--- src/hdl/edfs_sqrt.sv ---
// Bit-serial integer square root of a 63-bit value, two radicand bits per cycle.
// Depends on nothing.
`default_nettype none
module edfs_sqrt (
   input  wire logic        clock,
   input  wire logic        reset,
   input  wire logic        go,
   input  wire logic [62:0] val,
   output logic             done,
   output logic [31:0]      root
);
   logic [63:0] v_ff, v_in, r_ff, r_in, b_ff, b_in;
   logic        busy_ff, busy_in, done_ff, done_in;
   logic [63:0] t;

   always_comb begin
      v_in = v_ff; r_in = r_ff; b_in = b_ff;
      busy_in = busy_ff; done_in = 1'b0;
      t = r_ff + b_ff;
      if (go) begin
         v_in = {1'b0, val}; r_in = '0; b_in = 64'd1 << 62; busy_in = 1'b1;
      end else if (busy_ff) begin
         // one result bit per step
         if (v_ff >= t) begin
            v_in = v_ff - t;
            r_in = (r_ff >> 1) + b_ff;
         end else begin
            r_in = r_ff >> 1;
         end
         b_in = b_ff >> 2;
         if (b_ff == 64'd1) begin
            busy_in = 1'b0;
            done_in = 1'b1;
         end
      end
   end

   always_ff @(posedge clock) begin
      v_ff <= v_in; r_ff <= r_in; b_ff <= b_in;
      if (reset) begin
         busy_ff <= 1'b0; done_ff <= 1'b0;
      end else begin
         busy_ff <= busy_in; done_ff <= done_in;
      end
   end

   assign done = done_ff;
   assign root = r_ff[31:0];
endmodule
`default_nettype wire

--- config.mk ---
export PLATFORM = sky130hd
export DESIGN_NAME = edfs_sqrt
export DESIGN_NICKNAME = d
export VERILOG_FILES = /design/src/hdl/edfs_sqrt.sv
export SDC_FILE = /design/constraint.sdc
export NUM_CORES = 1
export LEC_CHECK = 0
export ABC_AREA = 0
export BUFFER_PORTS_ARGS = -buffer_cell sky130_fd_sc_hd__buf_2
export CAP_MARGIN = 20
export CORE_MARGIN = 1.5
export CORE_UTILIZATION = 60
export DETAILED_ROUTE_END_ITERATION = 7
export GPL_TIMING_DRIVEN = 1
export HOLD_SLACK_MARGIN = 0.08
export PLACE_DENSITY = 0.79
export RECOVER_POWER = 25
export SYNTH_ARGS = -nofsm -noshare
export SYNTH_HDL_FRONTEND = slang
export SYNTH_SLANG_ARGS = --single-unit
--- constraint.sdc ---
create_clock -name clock -period 9.4 [get_ports clock]
set_input_delay 1.88 -clock clock [delete_from_list [all_inputs] [get_ports clock]]
set_output_delay 1.88 -clock clock [all_outputs]
set_load 0.02 [all_outputs]
==> reports/qor.txt <==
Type of the most critical hold path -> reg2reg
LEAKAGE -> 6.02 nW
Worst Path Max Fanout -> 25
Post-Syn Area -> 0.0152 mm2
Pwr Density -> 312 mW/mm2
Failing checks -> max-capacitance violations, max-slew violations
Met2 usage -> 55.5%
Top Usage Layer GRT -> met2
Yosys top cell area share -> 13.0%
CP endpoint kind -> flop
RSZ-0062 raised after global routing -> no
Gr usage total -> 33.1%
Die Height -> 162 um
Maximum VDD drop -> 0.256 mV
Synth Area per Inst -> 7.83 um2
Synth cell count leaders -> nand2_1 (203), nor2_1 (200), o21ai_0 (156)
Max_slew headroom -> -204%
Max clock buf depth -> 2
Total power -> 5.03 mW
Row count -> 58
PortBufs -> 98
# setup viols final -> 0
Drt pass-1 iters -> 5
Outcome -> complete, but fails checks
Sequential fraction of the synthesis area -> 25.5%
Initial core utilization -> 60.8%
Via Count -> 14653
CP required -> 9.51 ns
Post-CTS setup buffers -> 0
Vias in the first global route -> 13723
Core area -> 0.0250 mm2
CTS root buffer -> clkbuf_16
Post-placement cell area -> 0.0155 mm2
Critical Path Start Type -> flop
Ant diodes -> 0
Max cap viols -> 2
CTS tree -> yes
IO Count -> 99
Crit path time final -> 7.30 ns
Routability cong. -> 0.963
Placed cells -> 2235
Layout cells sized above 1 -> 7.48%
Die width -> 162 um
Synth-to-Final Area Change -> 5.76%
Final WS setup -> 2.10 ns
Setup TNS -> 0 ns
Synth warn -> 0
Finished Layout Cells -> 2268
Fin. Hold Viols -> 0
Placement Setup Slack -> 2.00 ns
Grt total ovfl -> 0
Top-count cell post-synth -> nand2_1
M1 GR Usage -> 42.3%
Final wirelength -> 43900 um
Met3 Usage GRT -> 5.82%
Finished Cell Area -> 0.0161 mm2
Routed Antenna Nets -> 0
Fin Clk Skew -> 0.0119 ns
Die area -> 0.0263 mm2
Fmax -> 137 MHz
Drt via density -> 6.46
Syn Inst Count -> 1943
Main synth FF type -> dfxtp_1
Final Cycle Share -> 77.6%
CTS Buf Count -> 17
Largest net degree at the start of global routing -> 104
DP HPWL -> 33000 um
Initial antenna violation count -> 0
Post-synth EDFFs -> 63
Remaining DRCs -> 0
Syn_nets -> 2140
H-tree levels -> 4
Final Core Density -> 64.3%
Yosys top cell by area -> dfxtp_1
Unique masters post-synth -> 81
Share of flip-flops with an asynchronous set or reset -> 0%
Clock insertion delay at the later pin of the skew report -> 0.44 ns
Final Net Count -> 2122
Post-CTS Resized -> 0
Avg WL per Cell -> 19.4 um
Clock transition at the registers of the reported paths -> 0.07 ns
Final worst hold slack -> 0.476 ns
Max-slew violations -> 141
Data arrival, critical path -> 7.40 ns
Hold_buf cts -> 0
Iteration-0 DRC Markers -> 1278
CTS Sinks -> 162
Synth area leaders -> dfxtp_1 (13%), edfxtp_1 (12%), ha_1 (11%), o21ai_0 (5.1%), nand2_1 (5.0%)
Least-Margin Pin Slew -> 4.56 ns
FF+latch count, synth -> 162
First-pass GRT wire length -> 70300 um
Crit Path Category -> reg2reg
-- power by group --
| group | total, mW | internal (mW) | switching [mW] |
|---|---|---|---|
| sequential | 1.19 | 0.997 | 0.188 |
| combinational | 3.07 | 1.16 | 1.92 |
| clock | 0.769 | 0.438 | 0.331 |
-- placed cells by master, fill, tap and decap left out, drive strengths merged, types with 13 or more instances in the layout --
cell	count
a21o	50
o21ai	171
nand4	50
or3	26
a311oi	22
a31o	13
o21bai	18
clkbuf	53
dfxtp	99
nand3	29
xor2	71
a21oi	143
o211ai	18
buf	76
nor4	17
mux2i	44
o21a	20
inv	37
nor3	27
ha	130
nand2	204
xnor2	82
nand2b	17
nor2b	18
edfxtp	63
nor2	200
a31oi	62
o31ai	13
a211oi	42
-- flip-flops by register name, indices dropped and copies added (netlist names) --
name	count
b_ff	32
busy_ff	1
done	1
r_ff	64
v_ff	64
-- critical path, cell delays in order, from the launching register on --
cell and delay [ns]:
dfxtp_1 0.38, ha_1 0.35, a31oi_1 0.16, a211oi_2 0.45, a21oi_1 0.23, o21a_1 0.28, o211ai_1 0.31, a21boi_0 0.22
o31ai_1 0.70, a21bo_2 0.26, a31oi_1 0.10, xor2_1 0.19, ha_1 0.44, a21oi_1 0.10, o21ai_0 0.29, a21oi_1 0.08
o2111a_1 0.24, a211oi_1 0.28, a2111oi_2 0.09, buf_4 0.24, or2_2 0.34, o21ai_4 0.74, buf_4 0.45
-- cells by family after synthesis --
logic type | after synthesis | share of synthesized area [%]
compound gates | 631 | 26.6
xor+xnor | 153 | 8.80
fa+ha+maj | 131 | 10.8
buf+inv | 178 | 5.46
flops | 162 | 25.5
mux | 50 | 3.34
simple gates | 638 | 19.6
-- per-layer routing --
layer	vias up	share of wire, %
met5	-	0
met1	6778	42
met4	0	3.6
met3	105	7.8
li1	7144	-
met2	626	47
-- path summary, 6_finish.rpt --
check,startpoint,endpoint,depth (start not counted),slack (ns)
max,r_ff[2],v_ff[56],22,2.10
min,v_ff[63],v_ff[63],2,0.48
max reg2reg,r_ff[2],v_ff[56],22,2.10
min reg2reg,v_ff[63],v_ff[63],2,0.48
-- final cells by class --
type,count,area (um2)
Multi-Input combinational cell,1603,10500
Fill cell,2242,8940
Sequential cell,162,3880
Timing Repair Buffer,108,523
Clock buffer,21,493
Tap cell,330,413
Clock inverter,11,138
Inverter,33,124
Power figures use the tool's default switching activity.
