`config.mk`:
```
export PLATFORM = sky130hd
export DESIGN_NAME = edfs_div
export DESIGN_NICKNAME = d
export VERILOG_FILES = /design/src/hdl/edfs_div.sv
export SDC_FILE = /design/constraint.sdc
export NUM_CORES = 1
export LEC_CHECK = 0
export BUFFER_PORTS_ARGS = -buffer_cell sky130_fd_sc_hd__clkbuf_2
export CAP_MARGIN = 0
export CORE_ASPECT_RATIO = 1.4
export CORE_UTILIZATION = 30
export CTS_BUF_LIST = sky130_fd_sc_hd__clkbuf_4
export DETAILED_ROUTE_END_ITERATION = 8
export PLACE_DENSITY = 0.47
export SYNTH_ARGS = -nofsm -noshare
export SYNTH_HDL_FRONTEND = slang
export SYNTH_SLANG_ARGS = --single-unit
export TNS_END_PERCENT = 5
```
`constraint.sdc`:
```
create_clock -name clock -period 3.8 [get_ports clock]
set_input_delay 0 -clock clock [delete_from_list [all_inputs] [get_ports clock]]
set_output_delay 0 -clock clock [all_outputs]
set_load 0.02 [all_outputs]
```
`src/hdl/edfs_div.sv`:
```
// Restoring divider: unsigned quotient of a WN-bit numerator by a WD-bit divisor.
// One quotient bit per cycle. Depends on nothing.
`default_nettype none
module edfs_div #(
   parameter int WN = 64,
   parameter int WD = 32
) (
   input  wire logic          clock,
   input  wire logic          reset,
   input  wire logic          go,
   input  wire logic [WN-1:0] num,
   input  wire logic [WD-1:0] den,
   output logic              done,
   output logic [WN-1:0]     quo
);
   localparam int CW = $clog2(WN + 1);
   logic [WD:0]   rem_ff, rem_in;
   logic [WN-1:0] q_ff, q_in;
   logic [WD-1:0] d_ff, d_in;
   logic [CW-1:0] cnt_ff, cnt_in;
   logic          busy_ff, busy_in, done_ff, done_in;
   logic [WD+1:0] trial;

   always_comb begin
      rem_in  = rem_ff;
      q_in    = q_ff;
      d_in    = d_ff;
      cnt_in  = cnt_ff;
      busy_in = busy_ff;
      done_in = 1'b0;
      trial   = {rem_ff, q_ff[WN-1]} - {2'b00, d_ff};
      if (go) begin
         rem_in  = '0;
         q_in    = num;
         d_in    = den;
         cnt_in  = CW'(WN);
         busy_in = 1'b1;
      end else if (busy_ff) begin
         // shift in one numerator bit, subtract when it fits
         if (!trial[WD+1]) begin
            rem_in = trial[WD:0];
            q_in   = {q_ff[WN-2:0], 1'b1};
         end else begin
            rem_in = {rem_ff[WD-1:0], q_ff[WN-1]};
            q_in   = {q_ff[WN-2:0], 1'b0};
         end
         cnt_in = cnt_ff - 1'b1;
         if (cnt_ff == CW'(1)) begin
            busy_in = 1'b0;
            done_in = 1'b1;
         end
      end
   end

   always_ff @(posedge clock) begin
      rem_ff <= rem_in;
      q_ff   <= q_in;
      d_ff   <= d_in;
      cnt_ff <= cnt_in;
      if (reset) begin
         busy_ff <= 1'b0;
         done_ff <= 1'b0;
      end else begin
         busy_ff <= busy_in;
         done_ff <= done_in;
      end
   end

   assign done = done_ff;
   assign quo  = q_ff;
endmodule
`default_nettype wire

```
==> impl_metrics.py <==
metrics = {
    "routing": {
        "vias": 5757,
        "first_iter_violations": 242,
        "finalWirelength_mm": 18.75,
        "post_drt_wl_per_cell_um": 15.30,
        "drcViolationCount": 0,
        "drt_first_pass_iters": 4,
        "ant_nets": 0,
        "post_drt_via_cell_ratio": 4.700,
    },
    "timing": {
        "rsz0062_at_grt": "no",
        "post-route-period-util_pct": 89.72,
        "finalHoldViolations": 0,
        "slew_headroom_pct": 44.16,
        "finClkSkew_ps": 42.29,
        "finalCriticalPeriod_ps": 3409,
        "whs_ps": 129.2,
        "clock.fmax_mhz": 293.3,
        "max_slew.worst_pin.slew_ps": 837.5,
        "drv_slew": 0,
        "finalSetupTns_ps": 0,
        "finalSetupViolCount": 0,
    },
    "synth": {
        "synth_cells": 646,
        "ys_types": 59,
        "post-synth-top-area-fraction_pct": 38.85,
        "synth-seq-area-share_pct": 50.19,
        "synthTopCellsByArea": "edfxtp_1 (39%), dfxtp_1 (11%), mux2_2 (9.6%)",
        "synth_area_mm2": 0.007420,
        "synth_seq_cells": 138,
        "ys_warn_count": 0,
        "syn_area_per_cell_um2": 11.49,
        "yosys.area.top_type": "edfxtp_1",
        "synth.net_count": 780,
        "synth_edf_count": 96,
        "synth_async_sr_flop_share_pct": 0,
        "yosys_most_used_dff": "edfxtp_1",
    },
    "finish": {
        "final_common_cell": "clkbuf_2",
        "final_cell_mix": "clkbuf_2 (162), dlygate4sd3_1 (98), edfxtp_1 (96)",
        "nets": 1035,
        "drive_gt1_share_pct": 29.98,
        "area_delta_synth_final_pct": 32.21,
    },
    "die": {
        "die_x_um": 134.9,
        "rows": 67,
        "die_area_mm2": 0.02537,
        "die_height_um": 188.1,
        "initial_utilization_pct": 30.73,
        "num_io_pins": 164,
        "core_area_mm2": 0.02414,
    },
    "clock_network": {
        "cts_tree": "yes",
        "cts_root_buf": "clkbuf_4",
        "cts_setup_buffers": 0,
        "cts_sinks": 138,
        "clk-insertion-delay-late_ps": 570,
        "cts_buffer_depth": 2,
        "clk_transition_reported_paths_ps": 150,
        "htreeDepth": 4,
        "cts_buffers": 17,
    },
    "critical_path": {
        "r2r_cells": 11,
        "worstPathCellList": "ha_1 -> a21oi_4 -> o21ai_2 -> or3_1 -> nor3_1 -> o211ai_2 -> a41o_4 -> xnor2_4 -> buf_4 -> mux2i_1 -> a211oi_1",
        "cp-end-kind": "register",
        "worstPathRequired_ps": 4200,
        "crit_arrival_ps": 3810,
        "critPathTopFamily": "compound AO/OA/AOI/OAI gates",
        "cp_max_fo": 13,
        "worst-path-stages": 11,
        "timing.setup.critical_path_class": "reg -> reg",
        "crit_slowest_cell": "xnor2_4",
        "cpPeakStageDelay_ps": 470,
        "critPathLaunchType": "register",
        "path_buf_inv": 1,
    },
    "pwr": {
        "p_seq_share_pct": 43.6,
        "switching_share_pct": 31.58,
        "p_int_uw": 2964,
        "p_per_area_mw_per_mm2": 441.5,
        "comb_power_share_pct": 29.3,
        "irDropWorstVdd_v": 0.0002128,
        "leakage_uw": 0.004158,
        "clkPwrFrac_pct": 27.1,
        "p_sw_uw": 1368,
    },
    "worst_hold_path": {
        "hp-class": "in -> reg",
        "min_path_cells": 2,
    },
    "place": {
        "place_congestion": 0.8421,
        "dp_hpwl_mm": 13.02,
        "place.port_buffers": 163,
    },
    "global_routing": {
        "overflow": 0,
        "antenna_found_initial": 1,
        "grt_pass1_wl_mm": 30.38,
        "grt_pass1_vias": 6175,
        "grt_max_degree": 99,
        "grtUsageTotal_pct": 15.39,
    },
    "run": {
        "drv_cap": 0,
    },
    "run_status": {
        "status": "completed",
    },
}
## cells in the mapped netlist, types with 13 or more instances
master,n
edfxtp_1,96
mux2_2,63
nor2_1,57
inv_1,43
dfxtp_1,42
nand2_1,41
a21oi_1,34
ha_1,34
mux2i_1,31
a211oi_1,30
xnor2_1,24
clkbuf_1,15
nand3_1,13
## power by group through the flow
stage / sequential (uW) / clock, uW / combinational (uW)
6_report: 1890 / 1170 / 1270
5_1_grt: 1910 / 1280 / 1400
4_1_cts: 1890 / 1230 / 1280
3_5_place_dp: 1920 / 0 / 1200
3_3_place_gp: 1920 / 0 / 1200
2_1_floorplan: 1980 / 0 / 830
## cell families (layout without fill, tap and decap cells)
group	after synthesis	after routing	synth area share, %
XOR/XNOR	36	36	4.503
flip-flops	138	138	50.19
AND/OR/NAND/NOR	138	138	8.112
buffers and inverters	74	342	5.025
multiplexers	94	94	13.74
adder cells (fa/ha/maj)	35	35	6.003
other	0	1	0
AO/OA/AOI/OAI	131	131	12.43
## flip-flops by register name (all words and copies together), names as in the netlist
name / cells
busy_ff: 1
cnt_ff: 7
quo: 64
done: 1
rem_ff: 33
d_ff: 32
## routing by layer
metal	wire length, um	share of wire [%]	GRT usage, %
met1	7869	42	16.68
met2	9515	51	28.01
met3	969	5.2	4.217
met4	393	2.1	5.834
met5	0	0	0
## area by class of cell
cell class | instances | area, um^2
clock buffers | 19 | 142.6
repair buffers | 267 | 1869
flip-flops and latches | 138 | 3725
multi-input cells | 434 | 3324
fillers | 2406 | 14330
diodes | 1 | 2.502
inverters | 43 | 161.4
well taps | 310 | 387.9
clock inverters | 13 | 196.4
## what timing repair did
item / 4_1_cts / 5_1_grt
endpoints found under the hold margin: 110 / 0
gates resized for setup: 0 / 1
hold buffers: 98 / 0
setup endpoints to repair: 0 / 11
## path summary, 6_finish.rpt
path,start,endpoint,slack (ps)
max,rem_ff[15]$_SDFFE_PP0P_,rem_ff[3]$_SDFFE_PP0P_,390
min reg2reg,rem_ff[21]$_SDFFE_PP0P_,rem_ff[21]$_SDFFE_PP0P_,510
max reg2reg,rem_ff[15]$_SDFFE_PP0P_,rem_ff[3]$_SDFFE_PP0P_,390
min,den[15],d_ff[15]$_DFFE_PP_,130
## through the flow
stage | utilization [%] | total power (uW) | cell area, um^2 | setup WS, ps | std cells
2_1_floorplan | - | 2813 | 7420 | 986.3 | 646
3_3_place_gp | 35.15 | 3123 | 8486 | 366.3 | 1094
3_5_place_dp | 35.15 | 3120 | 8486 | 309.4 | 1094
4_1_cts | 40.61 | 4403 | 9806 | 241.8 | 1224
5_1_grt | 40.63 | 4587 | 9809 | 79.77 | 1225
6_report | 40.63 | 4331 | 9809 | 390.6 | 1225
Power figures use the tool's default switching activity.
